`src/sv/mps_pkg.sv`:
```
package mps_pkg;

  localparam int ROM_LEN = 12;
  localparam int ROM_IDX_W = 4;

  localparam logic [1:0] OP_POLL = 2'd0;
  localparam logic [1:0] OP_ON   = 2'd1;
  localparam logic [1:0] OP_OFF  = 2'd2;

  localparam logic [1:0] CHG_BUSY = 2'd0;
  localparam logic [1:0] CHG_DONE = 2'd1;

  localparam logic [1:0] FIRE_NONE = 2'd0;
  localparam logic [1:0] FIRE_POS  = 2'd1;
  localparam logic [1:0] FIRE_NEG  = 2'd2;

  localparam logic [2:0] REG_MIN_ON      = 3'd0;
  localparam logic [2:0] REG_MAX_PULSES  = 3'd1;
  localparam logic [2:0] REG_OFF_SKIP    = 3'd2;
  localparam logic [2:0] REG_ON_VOLTS    = 3'd3;
  localparam logic [2:0] REG_REFILL      = 3'd4;
  localparam logic [2:0] REG_CREDIT_MAX  = 3'd5;
  localparam logic [2:0] REG_RESID_FAIL  = 3'd6;

  localparam int CFG_DATA_W = 15;

  localparam logic signed [15:0] CREDIT_RESET = 16'sd13000;
  localparam logic signed [15:0] CREDIT_MIN   = 16'sh8000;

  typedef struct packed {
    logic [7:0]  min_on_pulses;
    logic [7:0]  max_pulses;
    logic [3:0]  off_skip_steps;
    logic [8:0]  on_charge_volts;
    logic [11:0] credit_refill;
    logic [14:0] credit_max;
    logic [9:0]  residual_fail_volts;
  } cfg_t;

  typedef struct packed {
    logic [1:0] op;
    logic [7:0] pulse_count;
    logic       refill_due;
    logic [1:0] charger_state;
    logic [5:0] charger_errors;
    logic [9:0] residual_volts;
  } item_t;

  typedef struct packed {
    logic [8:0]        charge_target_volts;
    logic [1:0]        fire;
    logic              magnet_on;
    logic              health_error;
    logic [5:0]        charger_errors_seen;
    logic              switching_on;
    logic              switching_off;
    logic signed [15:0] duty_credit;
  } res_t;

  function automatic logic [8:0] off_volts(input logic [ROM_IDX_W-1:0] idx);
    logic [8:0] v;
    case (idx)
      4'd0:    v = 9'd475;
      4'd1:    v = 9'd435;
      4'd2:    v = 9'd400;
      4'd3:    v = 9'd370;
      4'd4:    v = 9'd335;
      4'd5:    v = 9'd310;
      4'd6:    v = 9'd280;
      4'd7:    v = 9'd240;
      4'd8:    v = 9'd215;
      4'd9:    v = 9'd190;
      4'd10:   v = 9'd175;
      default: v = 9'd150;
    endcase
    return v;
  endfunction

  function automatic logic off_pos(input logic [ROM_IDX_W-1:0] idx);
    logic p;
    case (idx)
      4'd2, 4'd4, 4'd6, 4'd8, 4'd10: p = 1'b1;
      default:                       p = 1'b0;
    endcase
    return p;
  endfunction

endpackage

```
`src/sv/mps_cfg.sv`:
```
module mps_cfg (
  input  logic                             clk,
  input  logic                             rst,
  input  logic                             cfg_wr_en,
  input  logic [2:0]                       cfg_index,
  input  logic [mps_pkg::CFG_DATA_W-1:0]   cfg_wdata,
  output mps_pkg::cfg_t                    cfg
);
  import mps_pkg::*;

  always_ff @(posedge clk) begin
    if (rst) begin
      cfg.min_on_pulses       <= 8'd1;
      cfg.max_pulses          <= 8'd10;
      cfg.off_skip_steps      <= 4'd0;
      cfg.on_charge_volts     <= 9'd475;
      cfg.credit_refill       <= 12'd180;
      cfg.credit_max          <= 15'd13000;
      cfg.residual_fail_volts <= 10'd100;
    end else if (cfg_wr_en) begin
      case (cfg_index)
        REG_MIN_ON:     cfg.min_on_pulses       <= cfg_wdata[7:0];
        REG_MAX_PULSES: cfg.max_pulses          <= cfg_wdata[7:0];
        REG_OFF_SKIP:   cfg.off_skip_steps      <= cfg_wdata[3:0];
        REG_ON_VOLTS:   cfg.on_charge_volts     <= cfg_wdata[8:0];
        REG_REFILL:     cfg.credit_refill       <= cfg_wdata[11:0];
        REG_CREDIT_MAX: cfg.credit_max          <= cfg_wdata[14:0];
        REG_RESID_FAIL: cfg.residual_fail_volts <= cfg_wdata[9:0];
        default: ;
      endcase
    end
  end

endmodule

```
`src/sv/mps_core.sv`:
```
module mps_core #(
  parameter int OFF_STEPS = 12
) (
  input  logic           clk,
  input  logic           rst,
  input  mps_pkg::cfg_t  cfg,
  input  mps_pkg::item_t item,
  input  logic           step,
  output mps_pkg::res_t  res
);
  import mps_pkg::*;

  localparam logic [8:0] OFF_STEPS_W = 9'(OFF_STEPS);
  localparam logic [8:0] ROM_LEN_W   = 9'(ROM_LEN);

  logic signed [8:0]  pulses_left;
  logic signed [15:0] credit;
  logic               magnet_state;
  logic               health_flag;
  logic [5:0]         last_charger_errors;

  logic signed [8:0]  pulses_left_next;
  logic signed [15:0] credit_next;
  logic               magnet_state_next;
  logic               health_flag_next;
  logic [5:0]         last_charger_errors_next;

  logic [7:0]         on_lo;
  logic [7:0]         on_n;
  logic [8:0]         skip;
  logic [8:0]         rom_sum;
  logic [ROM_IDX_W-1:0] rom_idx;
  logic signed [16:0] credit_sum;
  logic signed [16:0] credit_ceil;
  logic signed [15:0] credit_filled;
  logic               turning_on;
  logic               pos;
  logic [8:0]         target;
  logic [1:0]         fire;

  always_comb begin
    on_lo = (item.pulse_count < cfg.min_on_pulses) ? cfg.min_on_pulses : item.pulse_count;
    on_n  = (on_lo > cfg.max_pulses) ? cfg.max_pulses : on_lo;

    skip = 9'd0;
    if (!magnet_state) begin
      skip = ({5'd0, cfg.off_skip_steps} > OFF_STEPS_W) ? OFF_STEPS_W
                                                         : {5'd0, cfg.off_skip_steps};
    end

    rom_sum = OFF_STEPS_W + pulses_left;
    rom_idx = (rom_sum >= ROM_LEN_W) ? ROM_IDX_W'(ROM_LEN - 1) : rom_sum[ROM_IDX_W-1:0];

    credit_sum  = {credit[15], credit} + $signed({5'd0, cfg.credit_refill});
    credit_ceil = $signed({2'd0, cfg.credit_max});
    credit_filled = credit;
    if (item.refill_due) begin
      credit_filled = (credit_sum > credit_ceil) ? credit_ceil[15:0] : credit_sum[15:0];
    end

    turning_on = (pulses_left > 9'sd0);
    pos        = turning_on ? 1'b1 : off_pos(rom_idx);

    pulses_left_next         = pulses_left;
    credit_next              = credit;
    magnet_state_next        = magnet_state;
    health_flag_next         = health_flag;
    last_charger_errors_next = last_charger_errors;
    target                   = 9'd0;
    fire                     = FIRE_NONE;

    case (item.op)
      OP_ON, OP_OFF: begin
        if (pulses_left == 9'sd0 && !credit[15]) begin
          if (item.op == OP_ON) begin
            pulses_left_next = $signed({1'b0, on_n});
          end else begin
            pulses_left_next = $signed(9'd0 - (OFF_STEPS_W - skip));
          end
        end
      end
      OP_POLL: begin
        credit_next = credit_filled;
        if (pulses_left != 9'sd0) begin
          target = turning_on ? cfg.on_charge_volts : off_volts(rom_idx);
          last_charger_errors_next = item.charger_errors;
          case (item.charger_state)
            CHG_BUSY: begin
              if (credit_filled != CREDIT_MIN) begin
                credit_next = credit_filled - 16'sd1;
              end
            end
            CHG_DONE: begin
              fire = pos ? FIRE_POS : FIRE_NEG;
              magnet_state_next = turning_on;
              if (item.residual_volts > cfg.residual_fail_volts) begin
                pulses_left_next = 9'sd0;
                health_flag_next = 1'b1;
              end else begin
                pulses_left_next = turning_on ? pulses_left - 9'sd1 : pulses_left + 9'sd1;
                health_flag_next = 1'b0;
              end
            end
            default: begin
              pulses_left_next = 9'sd0;
              health_flag_next = 1'b1;
            end
          endcase
        end
      end
      default: ;
    endcase

    res.charge_target_volts = target;
    res.fire                = fire;
    res.magnet_on           = magnet_state_next;
    res.health_error        = health_flag_next;
    res.charger_errors_seen = last_charger_errors_next;
    res.switching_on        = (pulses_left_next > 9'sd0);
    res.switching_off       = pulses_left_next[8];
    res.duty_credit         = credit_next;
  end

  always_ff @(posedge clk) begin
    if (rst) begin
      pulses_left         <= 9'sd0;
      credit              <= CREDIT_RESET;
      magnet_state        <= 1'b0;
      health_flag         <= 1'b0;
      last_charger_errors <= 6'd0;
    end else if (step) begin
      pulses_left         <= pulses_left_next;
      credit              <= credit_next;
      magnet_state        <= magnet_state_next;
      health_flag         <= health_flag_next;
      last_charger_errors <= last_charger_errors_next;
    end
  end

endmodule

```
`src/sv/magnet_pulse_sequencer_unit.sv`:
```
// Pulse sequencer for an electropermanent magnet. Each request (poll, turn-on
// or turn-off command) yields exactly one result. A request is captured in an
// input register, the sequencer state is updated by one pass of next-state
// logic and the result is held in an output register. While the output register
// holds a result that is not yet taken, the request waits in the input register.
// One request can be accepted every cycle while the output is not stalled.
// Configuration writes take effect at the next clock edge and are meant to
// happen while no request is in flight.
module magnet_pulse_sequencer_unit #(
  parameter int OFF_STEPS = 12
) (
  input  logic                           clk,
  input  logic                           rst,
  input  logic                           s_tvalid,
  output logic                           s_tready,
  // pulse_count[7:0], refill_due[8], charger_state[10:9], charger_errors[16:11],
  // residual_volts[26:17], zero [31:27]
  input  logic [31:0]                    s_tdata,
  // op[1:0]
  input  logic [1:0]                     s_tuser,
  output logic                           m_tvalid,
  input  logic                           m_tready,
  // charge_target_volts[8:0], fire[10:9], magnet_on[11], health_error[12],
  // charger_errors_seen[18:13], switching_on[19], switching_off[20],
  // duty_credit[36:21], zero [39:37]
  output logic [39:0]                    m_tdata,
  input  logic                           cfg_wr_en,
  input  logic [2:0]                     cfg_index,
  input  logic [mps_pkg::CFG_DATA_W-1:0] cfg_wdata
);
  import mps_pkg::*;

  cfg_t  cfg;
  item_t item;
  res_t  res;
  res_t  res_r;
  logic  in_valid;
  logic  advance;

  assign advance  = in_valid && (!m_tvalid || m_tready);
  assign s_tready = !in_valid || advance;

  always_ff @(posedge clk) begin
    if (rst) begin
      in_valid <= 1'b0;
    end else if (s_tready) begin
      in_valid <= s_tvalid;
    end
  end

  always_ff @(posedge clk) begin
    if (s_tready && s_tvalid) begin
      item.op             <= s_tuser;
      item.pulse_count    <= s_tdata[7:0];
      item.refill_due     <= s_tdata[8];
      item.charger_state  <= s_tdata[10:9];
      item.charger_errors <= s_tdata[16:11];
      item.residual_volts <= s_tdata[26:17];
    end
  end

  mps_cfg u_cfg (
    .clk       (clk),
    .rst       (rst),
    .cfg_wr_en (cfg_wr_en),
    .cfg_index (cfg_index),
    .cfg_wdata (cfg_wdata),
    .cfg       (cfg)
  );

  mps_core #(
    .OFF_STEPS (OFF_STEPS)
  ) u_core (
    .clk  (clk),
    .rst  (rst),
    .cfg  (cfg),
    .item (item),
    .step (advance),
    .res  (res)
  );

  always_ff @(posedge clk) begin
    if (rst) begin
      m_tvalid <= 1'b0;
    end else if (advance) begin
      m_tvalid <= 1'b1;
    end else if (m_tready) begin
      m_tvalid <= 1'b0;
    end
  end

  always_ff @(posedge clk) begin
    if (advance) begin
      res_r <= res;
    end
  end

  assign m_tdata = {3'd0,
                    res_r.duty_credit,
                    res_r.switching_off,
                    res_r.switching_on,
                    res_r.charger_errors_seen,
                    res_r.health_error,
                    res_r.magnet_on,
                    res_r.fire,
                    res_r.charge_target_volts};

endmodule

```
`config.mk`:
```
export PLATFORM = sky130hd
export DESIGN_NAME = magnet_pulse_sequencer_unit
export DESIGN_NICKNAME = d
export VERILOG_FILES = /design/src/sv/mps_pkg.sv /design/src/sv/mps_cfg.sv /design/src/sv/mps_core.sv /design/src/sv/magnet_pulse_sequencer_unit.sv
export SDC_FILE = /design/constraint.sdc
export NUM_CORES = 1
export LEC_CHECK = 0
export BUFFER_PORTS_ARGS = -buffer_cell sky130_fd_sc_hd__buf_4
export CELL_PAD_IN_SITES_DETAIL_PLACEMENT = 1
export CELL_PAD_IN_SITES_GLOBAL_PLACEMENT = 1
export CORE_MARGIN = 1
export CORE_UTILIZATION = 28
export DETAILED_ROUTE_END_ITERATION = 12
export PLACE_DENSITY_LB_ADDON = 0.1
export SETUP_SLACK_MARGIN = 0.1
export SYNTH_ARGS = -nofsm -noshare
export SYNTH_HDL_FRONTEND = slang
export SYNTH_HIERARCHICAL = 1
export SYNTH_SLANG_ARGS = --single-unit
```
`constraint.sdc`:
```
create_clock -name clk -period 6 [get_ports clk]
set_input_delay 0.3 -clock clk [delete_from_list [all_inputs] [get_ports clk]]
set_output_delay 0.3 -clock clk [all_outputs]
set_load 0.1 [all_outputs]
```
After elaboration in Yosys (flattened, before gate mapping)
Memory sizes are Yosys's and may differ from the RTL's.
Cells that the tools add are included.
{ "classes": {"n_addsub": 7, "n_lt_le_gt_ge": 8, "eq_ne": 15, "mux": 33, "n_reduce_logical": 25} }
{ "ops": {"columns": ["operator", "n"], "rows": [
  ["$mux W16", 6],
  ["$mux W9", 7],
  ["$pmux W9 S2", 2],
  ["$gt A9 B1 Y1 const B", 2],
  ["$add A16 B13 Y17", 1],
  ["$gt A17 B16 Y1", 1],
  ["$mux W8", 2],
  ["$ne A16 B16 Y1 const B", 1],
  ["$reduce_and A2 Y1", 8],
  ["$sub A16 B2 Y16 const B", 1],
  ["$mux W6", 2],
  ["$gt A10 B10 Y1", 1],
  ["$mux W1", 10],
  ["$add A4 B9 Y9 const A", 1],
  ["$add A9 B2 Y9 const B", 1],
  ["$eq A3 B3 Y1 const B", 3],
  ["$ge A9 B4 Y1 const B", 1],
  ["$logic_not A9 Y1", 1],
  ["$reduce_bool A9 Y1", 1],
  ["$sub A1 B9 Y9 const A", 1],
  ["$sub A4 B9 Y9 const A", 1],
  ["$sub A9 B2 Y9 const B", 1],
  ["$eq A4 B3 Y1 const B", 2],
  ["$eq A4 B4 Y1 const B", 2],
  ["other kinds (20)", 29]
]} }
{ "word_totals": {"regBits": 167, "rom_bits": 144, "input_bits": 57, "output_inout_bits": 42, "word_cells": 117, "n_memories": 1} }
{ "mem_list": {"columns": ["name", "words", "word_bits", "read_ports", "rd_ports_with_merged_regs", "wr", "line", "text"], "rows": [
  ["(name not given)", 16, 9, 1, 0, 0, "mps_pkg.sv:62", "case (idx)"]
]} }

Longest topological paths before layout
Gate-level depths: netlist of run 1.
{ "depth": {"depth_word": 9, "depth_mapped": 26, "mapped_depth_nobuf": 23} }

Modules after synthesis
The synthesis of run 1 kept the hierarchy.
{ "modules_own_cells": {"columns": ["module", "instances", "cells_each", "area_each_um2", "seq_area_each_um2"], "rows": [
  ["mps_core", 1, 808, 5703.0, 660.6],
  ["mps_cfg", 1, 251, 2650.0, 1321.3],
  ["magnet_pulse_sequencer_unit", 1, 80, 2112.0, 2021.9]
]} }

Worst setup path before layout of run 1
OpenSTA, ideal clock, no wires.
{ "synth_path": {"path_kind": "flip-flop to flip-flop", "from": "reg u_core.credit[0]", "to": "reg res_r, in the netlist m_tdata[25], data pin", "arrival_time_ns": 5.219, "required_time_ns": 5.741, "setup_slack_ns": 0.522, "path_stages_with_launch": 24, "n_path_buf": 2, "cell_sequence": "dfxtp_1 -> ha_1 -> fa_1 -> a211oi_1 -> nor2_1 -> o21ai_0 -> nand3_1 -> o311ai_0 -> ha_1 -> a211o_1 -> o211ai_1 -> a21oi_1 -> nor4b_1 -> o21ai_0 -> buf_2 -> a31oi_1 -> o2bb2ai_1 -> ha_1 -> and3_1 -> nand3_1 -> or4_1 -> buf_2 -> and3_4 -> o31a_1"} }
{ "synth_lines": {"columns": ["item", "line", "text"], "rows": [
  ["from (decl)", "mps_core.sv:17", "logic signed [15:0] credit;"],
  ["from (signal assigned)", "mps_core.sv:133", "credit <= credit_next;"],
  ["to (signal assigned)", "magnet_pulse_sequencer_unit.sv:94", "res_r <= res;"],
  ["to (decl)", "magnet_pulse_sequencer_unit.sv:36", "res_t res_r;"]
]} }

==> key figures, run 1 <==
Run status
  • Result of the run: finished clean

Min path
  • Path class of the lowest-slack min-delay path: in2reg

GRT
  • Overall Global Routing Usage: 0.1781
  • Number of global-route vias before repair: 9106
  • Global-route wire length before repair: 52.12 mm
  • Initial antenna violation count: 0
  • Aggregate global routing overflow: 0
  • Maximum number of pins on one net before global-route repair: 71

CTS
  • Clock Root Buffer: clkbuf_16
  • Clock tree buffer depth: 2
  • CTS tree: done
  • Total clock sinks: 167
  • Number of H-tree levels: 4
  • Post-CTS clock slew at the launch and capture registers of the worst setup and hold paths: 0.08 ns
  • CTS buffer count: 17
  • Clock insertion delay at the later pin of the skew report: 0.45 ns

Die
  • Initial core utilization: 0.2852
  • Area of the die: 0.03815 mm²
  • # rows: 70
  • Width of the die: 195.3 µm
  • IO Count: 99
  • Die extent in y: 195.3 µm
  • Core Area: 0.03670 mm²

Placed design
  • Final weighted congestion of routability-driven global placement: 0.8199
  • Total placed instance area: 0.01174 mm²
  • Detailed placer's ending HPWL: 24.96 mm
  • Cell total after placement: 1675
  • Number of buffers added on ports: 90

Yosys
  • Asr flop ratio synth: 0
  • Main flop type after synthesis: dfxtp_1
  • Post-synth EDFFs: 66
  • Instance count of the mapped netlist: 1139
  • Number of warning messages in the yosys log: 6
  • Post-synthesis instance area: about 0.010 mm²
  • Sequential element share of the synthesized area: 0.3826
  • Distinct cell type count of the synthesized netlist: 85
  • Number of synthesized register bits: 167
  • Mean area per synthesized cell: 9.188 µm²

Critical path
  • CP Max Fanout: 16
  • Slowest cell on crit path: or4b_4
  • Worst Setup Path Type: reg2reg
  • Element type at the critical path start: flop
  • Required time reported for the critical path endpoint: 6.21 ns
  • Nature of the critical path endpoint: flop
  • Data arrival, critical path: between 5 and 6 ns
  • Series of cell instances along the critical path: ha_1 -> fa_1 -> a211oi_2 -> nor2_1 -> o211ai_1 -> and2_2 -> o31ai_1 -> ha_1 -> o21ai_0 -> a21oi_2 -> nor4b_2 -> buf_4 -> o21a_4 -> or4b_4 -> a211oi_4 -> nand3_1 -> buf_4 -> nor4_4 -> o21ai_0 -> a31oi_1
  • CP peak stage delay: 0.57 ns
  • Kind of cell adding the most delay to the critical path: compound AO/OA/AOI/OAI gates
  • Worst Path Buf+Inv: 2

Power
  • Design Power: around 3.2 mW
  • Power density over cell area: 258.5 mW/mm²
  • Leakage power: 5.124 nW
  • Peak ir drop on the vdd network: 0.0002157 V

Detailed routing
  • Vias: 8634
  • Post-DRT Antenna Nets: 0
  • Routed wirelength normalized by instance count: 19.21 µm
  • Number of design-rule violations left by the first detailed-router iteration: around 400
  • Sum of routed wire length over all layers: 32.96 mm
  • Pre-Repair DR Iteration Count: 4
  • Count of unresolved DRC violations after routing: 0
  • Via density per instance: 5.031

STA
  • Fin crit share: 0.9221
  • Worst Tran Pin Value: 0.9309 ns
  • Slew HR: 0.3757
  • Final worst path period need: 5.533 ns
  • Unrepaired setup endpoints after global routing: no
  • Final-report hold violation count: 0
  • Max Freq: 180.7 MHz
  • Setup-failing EPs final: 0
  • Count of pins over their slew limit: 0
  • Worst clock skew: 0.01183 ns
  • Total Neg Setup Slack: 0 ns

Layout
  • Design area: 0.01247 mm²
  • Core utilization of the finished layout: 0.3399
  • Net count reported at finish: 1367
  • Proportion of layout cells with a drive suffix above 1: 0.1731
  • Post-route insts no fill: 1716
  • Count of inserted antenna diode cells: 0
  • Area added between synthesis and finish: 19.18%

Flow run
  • Max-cap violations: 0
[synthesized netlist by cell type, drive strengths merged (4+ instances only)]
master	n	share of area
xor2	6	0.0050
a21boi	4	0.0029
xnor2	13	0.011
ha	73	0.087
o21ai	53	0.025
o31ai	7	0.0050
a21oi	62	0.030
clkbuf	38	0.014
nand4	14	0.0084
o21a	9	0.0072
a211oi	23	0.019
a311oi	6	0.0050
inv	66	0.024
nand2b	63	0.038
and3	14	0.0088
mux2i	87	0.083
o21bai	6	0.0043
nand3	36	0.017
nand2	52	0.019
and2	11	0.0069
mux2	16	0.017
nor2b	12	0.0072
buf	28	0.016
o211ai	10	0.0081
dfxtp	101	0.19
or3	9	0.0054
edfxtp	66	0.19
nor3	31	0.015
nor4	8	0.0054
o31a	4	0.0033
a211o	4	0.0033
nor2	114	0.041
a21o	14	0.010
a31oi	22	0.013
[flip-flops by register name (all words and copies together), names as in the netlist]
register                    count
m_tvalid                        1
in_valid                        1
u_core/last_charger_errors      6
m_tdata                        37
item                           29
u_core/credit                  16
u_core/magnet_state             1
u_core/pulses_left              9
u_core/health_flag              1
u_cfg/cfg                      66
[path summary, 6_finish.rpt]
path	from	to	slack, ns	depth (start not counted)
worst max-delay path	u_core/credit[0]	m_tdata[26]	0.47	20
worst max register to register	u_core/credit[0]	m_tdata[26]	0.47	20
worst min register to register	u_cfg/cfg[42]	u_cfg/cfg[42]	0.48	2
worst min-delay path	s_tdata[22]	item[5]	0.02	1
[area by class of cell]
class / count / area [µm²]
timing repair buffer: 141 / 1079
clock buffer: 21 / 483.0
sequential: 167 / 4004
multi-input combinational: 840 / 5959
clock inverter: 11 / 106.4
tap: 468 / 585.6
fill: 4154 / 24230
inverter: 68 / 255.2
[routing by layer]
metal / global-route usage / vias up / wire, µm
li1: - / 4311 / -
met1: 0.2229 / 4200 / 15330
met2: 0.3119 / 88 / 16400
met3: 0.02660 / 35 / 543
met4: 0.05774 / 0 / 687
met5: 0 / - / 0
[cells in the final DEF (no fill, tap or decap), drive strengths merged, types with 4 or more instances in the layout]
master / Yosys / layout
clkinv: 2 / 6
nand3: 36 / 36
nand2b: 63 / 63
nor3: 31 / 31
a31oi: 22 / 22
a21o: 14 / 14
o31a: 4 / 4
and2: 11 / 11
o21a: 9 / 9
o21bai: 6 / 6
clkbuf: 38 / 21
dfxtp: 101 / 101
nor4: 8 / 8
nor2: 114 / 114
nor2b: 12 / 12
xor2: 6 / 6
or3: 9 / 9
xnor2: 13 / 13
a311oi: 6 / 6
nand2: 52 / 52
and3: 14 / 14
a211oi: 23 / 23
dlygate4sd3: 0 / 8
inv: 66 / 72
o21ai: 53 / 53
edfxtp: 66 / 66
a211o: 4 / 4
a21oi: 62 / 62
buf: 28 / 133
mux2i: 87 / 87
nand4: 14 / 14
mux2: 16 / 16
o31ai: 7 / 7
a21boi: 4 / 4
ha: 73 / 73
o211ai: 10 / 10
[per-stage QoR]
stage	setup slack [ns]	hold WS, ns
detailed placement	0.1539	0.4726
finish	0.4675	0.02350
CTS	0.1011	0.0003082
global placement	0.2509	0.4638
floorplan	0.5222	0.3624
global route	0.1123	0.0002756
[where the power goes]
| part | leakage, nW | internal [mW] | total, mW | switching [mW] |
|---|---|---|---|---|
| clock | 0.295 | 0.628 | 1.13 | 0.503 |
| combinational | 3.38 | 0.295 | 0.827 | 0.532 |
| sequential | 1.44 | 1.23 | 1.27 | 0.0342 |
| total | 5.12 | 2.15 | 3.22 | 1.07 |
[cells by family (layout without fill, tap and decap cells)]
family / count (synthesis) / after routing / synth area share
and+or+nand+nor: 386 / 386 / 0.1926
AOI/OAI and AO/OA: 254 / 254 / 0.1625
DFF: 167 / 167 / 0.3826
buffers and inverters: 134 / 241 / 0.05452
muxes: 103 / 103 / 0.1004
adders and majority gates: 75 / 75 / 0.09111
xor gates and xnor gates: 19 / 19 / 0.01590
other: 1 / 3 / 0.0003583
[what timing repair did]
| action | CTS | global route |
|---|---|---|
| setup endpoints to repair | 0 | 32 |
| resized for setup | 0 | 15 |
| setup buffers | 0 | 1 |
| hold buffers | 8 | 0 |
| hold endpoints to repair | 8 | 0 |
(Power assumes the default switching activity.)
==> run 2, diff against run 1 <==
SYNTH_HIERARCHICAL = default   (was 1)
==> key figures, run 2 <==
Detailed routing
  • Count of unresolved DRC violations after routing: 0 (unchanged)
  • Vias: 8599 (-0.41%)
  • Routed wirelength normalized by instance count: 19.21 µm (about the same)
  • Post-DRT Antenna Nets: 0 (unchanged)
  • Via density per instance: 4.985 (-0.92%)
  • Pre-Repair DR Iteration Count: 4 (unchanged)
  • Sum of routed wire length over all layers: 33.14 mm (+0.53%)
  • Number of design-rule violations left by the first detailed-router iteration: 343 (-14%)

Die
  • Width of the die: 191.5 µm (-1.9%)
  • IO Count: 99 (unchanged)
  • Die extent in y: 191.5 µm (-1.9%)
  • Area of the die: 0.03669 mm² (-3.8%)
  • Initial core utilization: 0.2835 (-0.001696)
  • Core Area: 0.03548 mm² (-3.3%)
  • # rows: 69 (-1.4%)

STA
  • Final worst path period need: 5.634 ns (+0.1013 ns)
  • Setup-failing EPs final: 0 (unchanged)
  • Total Neg Setup Slack: 0 ns (unchanged)
  • Worst Tran Pin Value: 1.094 ns (+0.1630 ns)
  • Final-report hold violation count: 0 (unchanged)
  • Unrepaired setup endpoints after global routing: no
  • Worst hold slack after final layout: 0.02697 ns (+0.003473 ns)
  • Fin crit share: 0.9390 (+0.01689)
  • Slew HR: 0.2681 (-0.1076)
  • Worst clock skew: 0.02027 ns (+0.008434 ns)
  • Count of pins over their slew limit: 0 (unchanged)
  • Max Freq: 177.5 MHz (-1.8%)

Yosys
  • Biggest area consumer among synthesized cells: dfxtp_1
  • Number of synthesized register bits: 167 (unchanged)
  • Instance count of the mapped netlist: 1150 (+0.97%)
  • Asr flop ratio synth: 0 (unchanged)
  • Main flop type after synthesis: dfxtp_1
  • Number of warning messages in the yosys log: 0 (-6)
  • Distinct cell type count of the synthesized netlist: 88 (+3.5%)
  • List of most frequent post-synthesis cells: nand2_1 (174), a21oi_1 (119), dfxtp_1 (101), nor2_1 (97), ha_1 (73)
  • Post-synthesis instance area: 0.01006 mm² (-3.9%)
  • Mean area per synthesized cell: 8.746 µm² (-4.8%)
  • Share of the synthesized area in the top cell type: 0.2010 (+0.007811)
  • Post-synth EDFFs: 66 (unchanged)
  • Sequential element share of the synthesized area: 0.3981 (+0.01547)
  • Synth area leaders: dfxtp_1 (20%), edfxtp_1 (20%), ha_1 (9.1%)
  • Most common cell in the synthesized netlist: nand2_1

Power
  • Internal Dissipation: 2.106 mW (-2.3%)
  • Relative contribution of the clock network to total power: 0.361 (+0.010)
  • Sequential fraction of design power: 0.396 (+0.004)
  • Sw Ratio: 0.3408 (+0.009106)
  • Power density over cell area: 264.8 mW/mm² (+2.4%)
  • Combinational share of power: 0.243 (-0.014)
  • Leakage power: 4.723 nW (-7.8%)
  • Switching power: 1.089 mW (+1.8%)
  • Design Power: 3.194 mW (-0.93%)
  • Peak ir drop on the vdd network: 0.0002001 V (-7.2%)

GRT
  • Maximum number of pins on one net before global-route repair: 50 (-30%)
  • Overall Global Routing Usage: 0.1857 (+0.007652)
  • Initial antenna violation count: 0 (unchanged)
  • Aggregate global routing overflow: 0 (unchanged)
  • Global-route wire length before repair: 51.37 mm (-1.4%)
  • Number of global-route vias before repair: 8836 (-3.0%)

CTS
  • Post-CTS clock slew at the launch and capture registers of the worst setup and hold paths: 0.08 ns (about the same)
  • Number of buffers inserted for hold repair after clock tree synthesis: 0 (-8)
  • CTS buffer count: 17 (unchanged)
  • Clock Root Buffer: clkbuf_16
  • Clock tree buffer depth: 2 (unchanged)
  • CTS tree: done
  • Clock insertion delay at the later pin of the skew report: 0.45 ns (about the same)
  • Number of H-tree levels: 4 (unchanged)
  • Total clock sinks: 167 (unchanged)

Critical path
  • Required time reported for the critical path endpoint: 6.25 ns (+0.04 ns)
  • Worst Setup Path Type: reg2reg
  • CP Max Fanout: 6 (-10)
  • Element type at the critical path start: flop
  • Nature of the critical path endpoint: flop
  • Data arrival, critical path: 5.88 ns (+0.14 ns)

Layout
  • Fill cell total of the finished layout: 4182 (+0.67%)
  • Count of inserted antenna diode cells: 0 (unchanged)
  • Biggest register: u_cfg.cfg
  • Commonest non-fill, non-tap cells in the layout: nand2_1 (174), buf_4 (132), a21oi_1 (118)
  • Max FFs per register: 66 (unchanged)
  • Most frequent standard cell in the layout excluding fill and tap cells: nand2_1
  • Net count reported at finish: 1383 (+1.2%)
  • Area added between synthesis and finish: 19.93%
  • Design area: 0.01206 mm² (-3.3%)
  • Proportion of layout cells with a drive suffix above 1: 0.1851 (+0.01205)
  • Post-route insts no fill: 1725 (+0.52%)

Placed design
  • Detailed placer's ending HPWL: 24.79 mm (-0.68%)
  • Number of buffers added on ports: 90 (unchanged)
  • Total placed instance area: 0.01136 mm² (-3.3%)
  • Final weighted congestion of routability-driven global placement: 0.8166 (-0.40%)
  • Cell total after placement: 1690 (+0.90%)

Run status
  • Result of the run: finished clean

Flow run
  • Max-cap violations: 0 (unchanged)

Min path
  • Path class of the lowest-slack min-delay path: in2reg
-- run 2: kinds of logic after synthesis --
kind of cell    after synthesis  share of synthesized area
flops                       167                     0.3981
simple gates                426                     0.1970
other cells                   1                  0.0003728
buf+inv                     118                    0.05075
xor+xnor                     27                    0.02351
mux                          31                    0.03383
compound gates              305                     0.2016
fa+ha+maj                    75                    0.09479
-- run 2: power groups by stage --
stage / Sequential, mW / Combinational, mW / Clock [mW]
after floorplan: 1.37 / 0.450 / 0
after global placement: 1.29 / 0.747 / 0
after detailed placement: 1.29 / 0.757 / 0
after CTS: 1.27 / 0.761 / 1.19
after global routing: 1.27 / 0.849 / 1.23
final: 1.27 / 0.775 / 1.15
-- run 2: worst paths after layout --
kind | to | depth (start not counted) | slack (ns) | from
setup reg to reg | m_tdata[25] | 20 | 0.37 | u_core.credit[0]
setup / recovery | m_tdata[25] | 20 | 0.37 | u_core.credit[0]
hold / removal | item[4] | 1 | 0.03 | s_tdata[21]
hold reg to reg | u_core.health_flag | 2 | 0.46 | u_core.health_flag
-- run 2: final cells by class --
type                            count  area, µm²  share of cell area
Sequential cell                   167       4004              0.3319
Multi-Input combinational cell    867       5632              0.4669
Inverter                           65      244.0             0.02023
Clock inverter                     13      146.4             0.01214
Tap cell                          461      576.8             0.04782
Clock buffer                       19      464.2             0.03848
Timing Repair Buffer              133      996.0             0.08256
-- run 2: repair_timing --
action,in CTS,in global routing
endpoints found under the setup margin,1,28
pin swaps,0,5
gates resized for setup,1,14
setup buffers,0,3
-- run 2: per-stage QoR --
stage | utilization | setup slack, ns
5_1_grt | 0.3400 | 0.08016
4_1_cts | 0.3374 | 0.1191
3_3_place_gp | 0.3200 | 0.1590
6_report | 0.3400 | 0.3661
2_1_floorplan | - | 0.7998
3_5_place_dp | 0.3200 | 0.09421
-- run 2: routing by layer --
| layer | vias up | track usage | share of wire |
|---|---|---|---|
| met5 | - | 0 | 0 |
| met4 | 0 | 0.05281 | 0.021 |
| met3 | 26 | 0.02937 | 0.025 |
| met2 | 102 | 0.3259 | 0.49 |
| met1 | 4168 | 0.2328 | 0.46 |
| li1 | 4303 | - | - |
-- run 2: worst max-delay path: stages (launching register included) --
cell and delay, ns:
dfxtp_1 0.35, ha_1 0.24, fa_2 0.41, a211oi_4 0.28, o21bai_1 0.11, a21oi_1 0.21, xnor2_1 0.18, ha_1 0.30
a211oi_2 0.23, nor2_1 0.07, a2111o_1 0.44, a211oi_4 0.32, o211ai_4 0.17, buf_4 0.20, a211oi_1 0.27, o22ai_2 0.14
or3b_4 0.47, or4b_4 0.51, nand2_1 0.09, mux2_2 0.33, o311ai_0 0.10
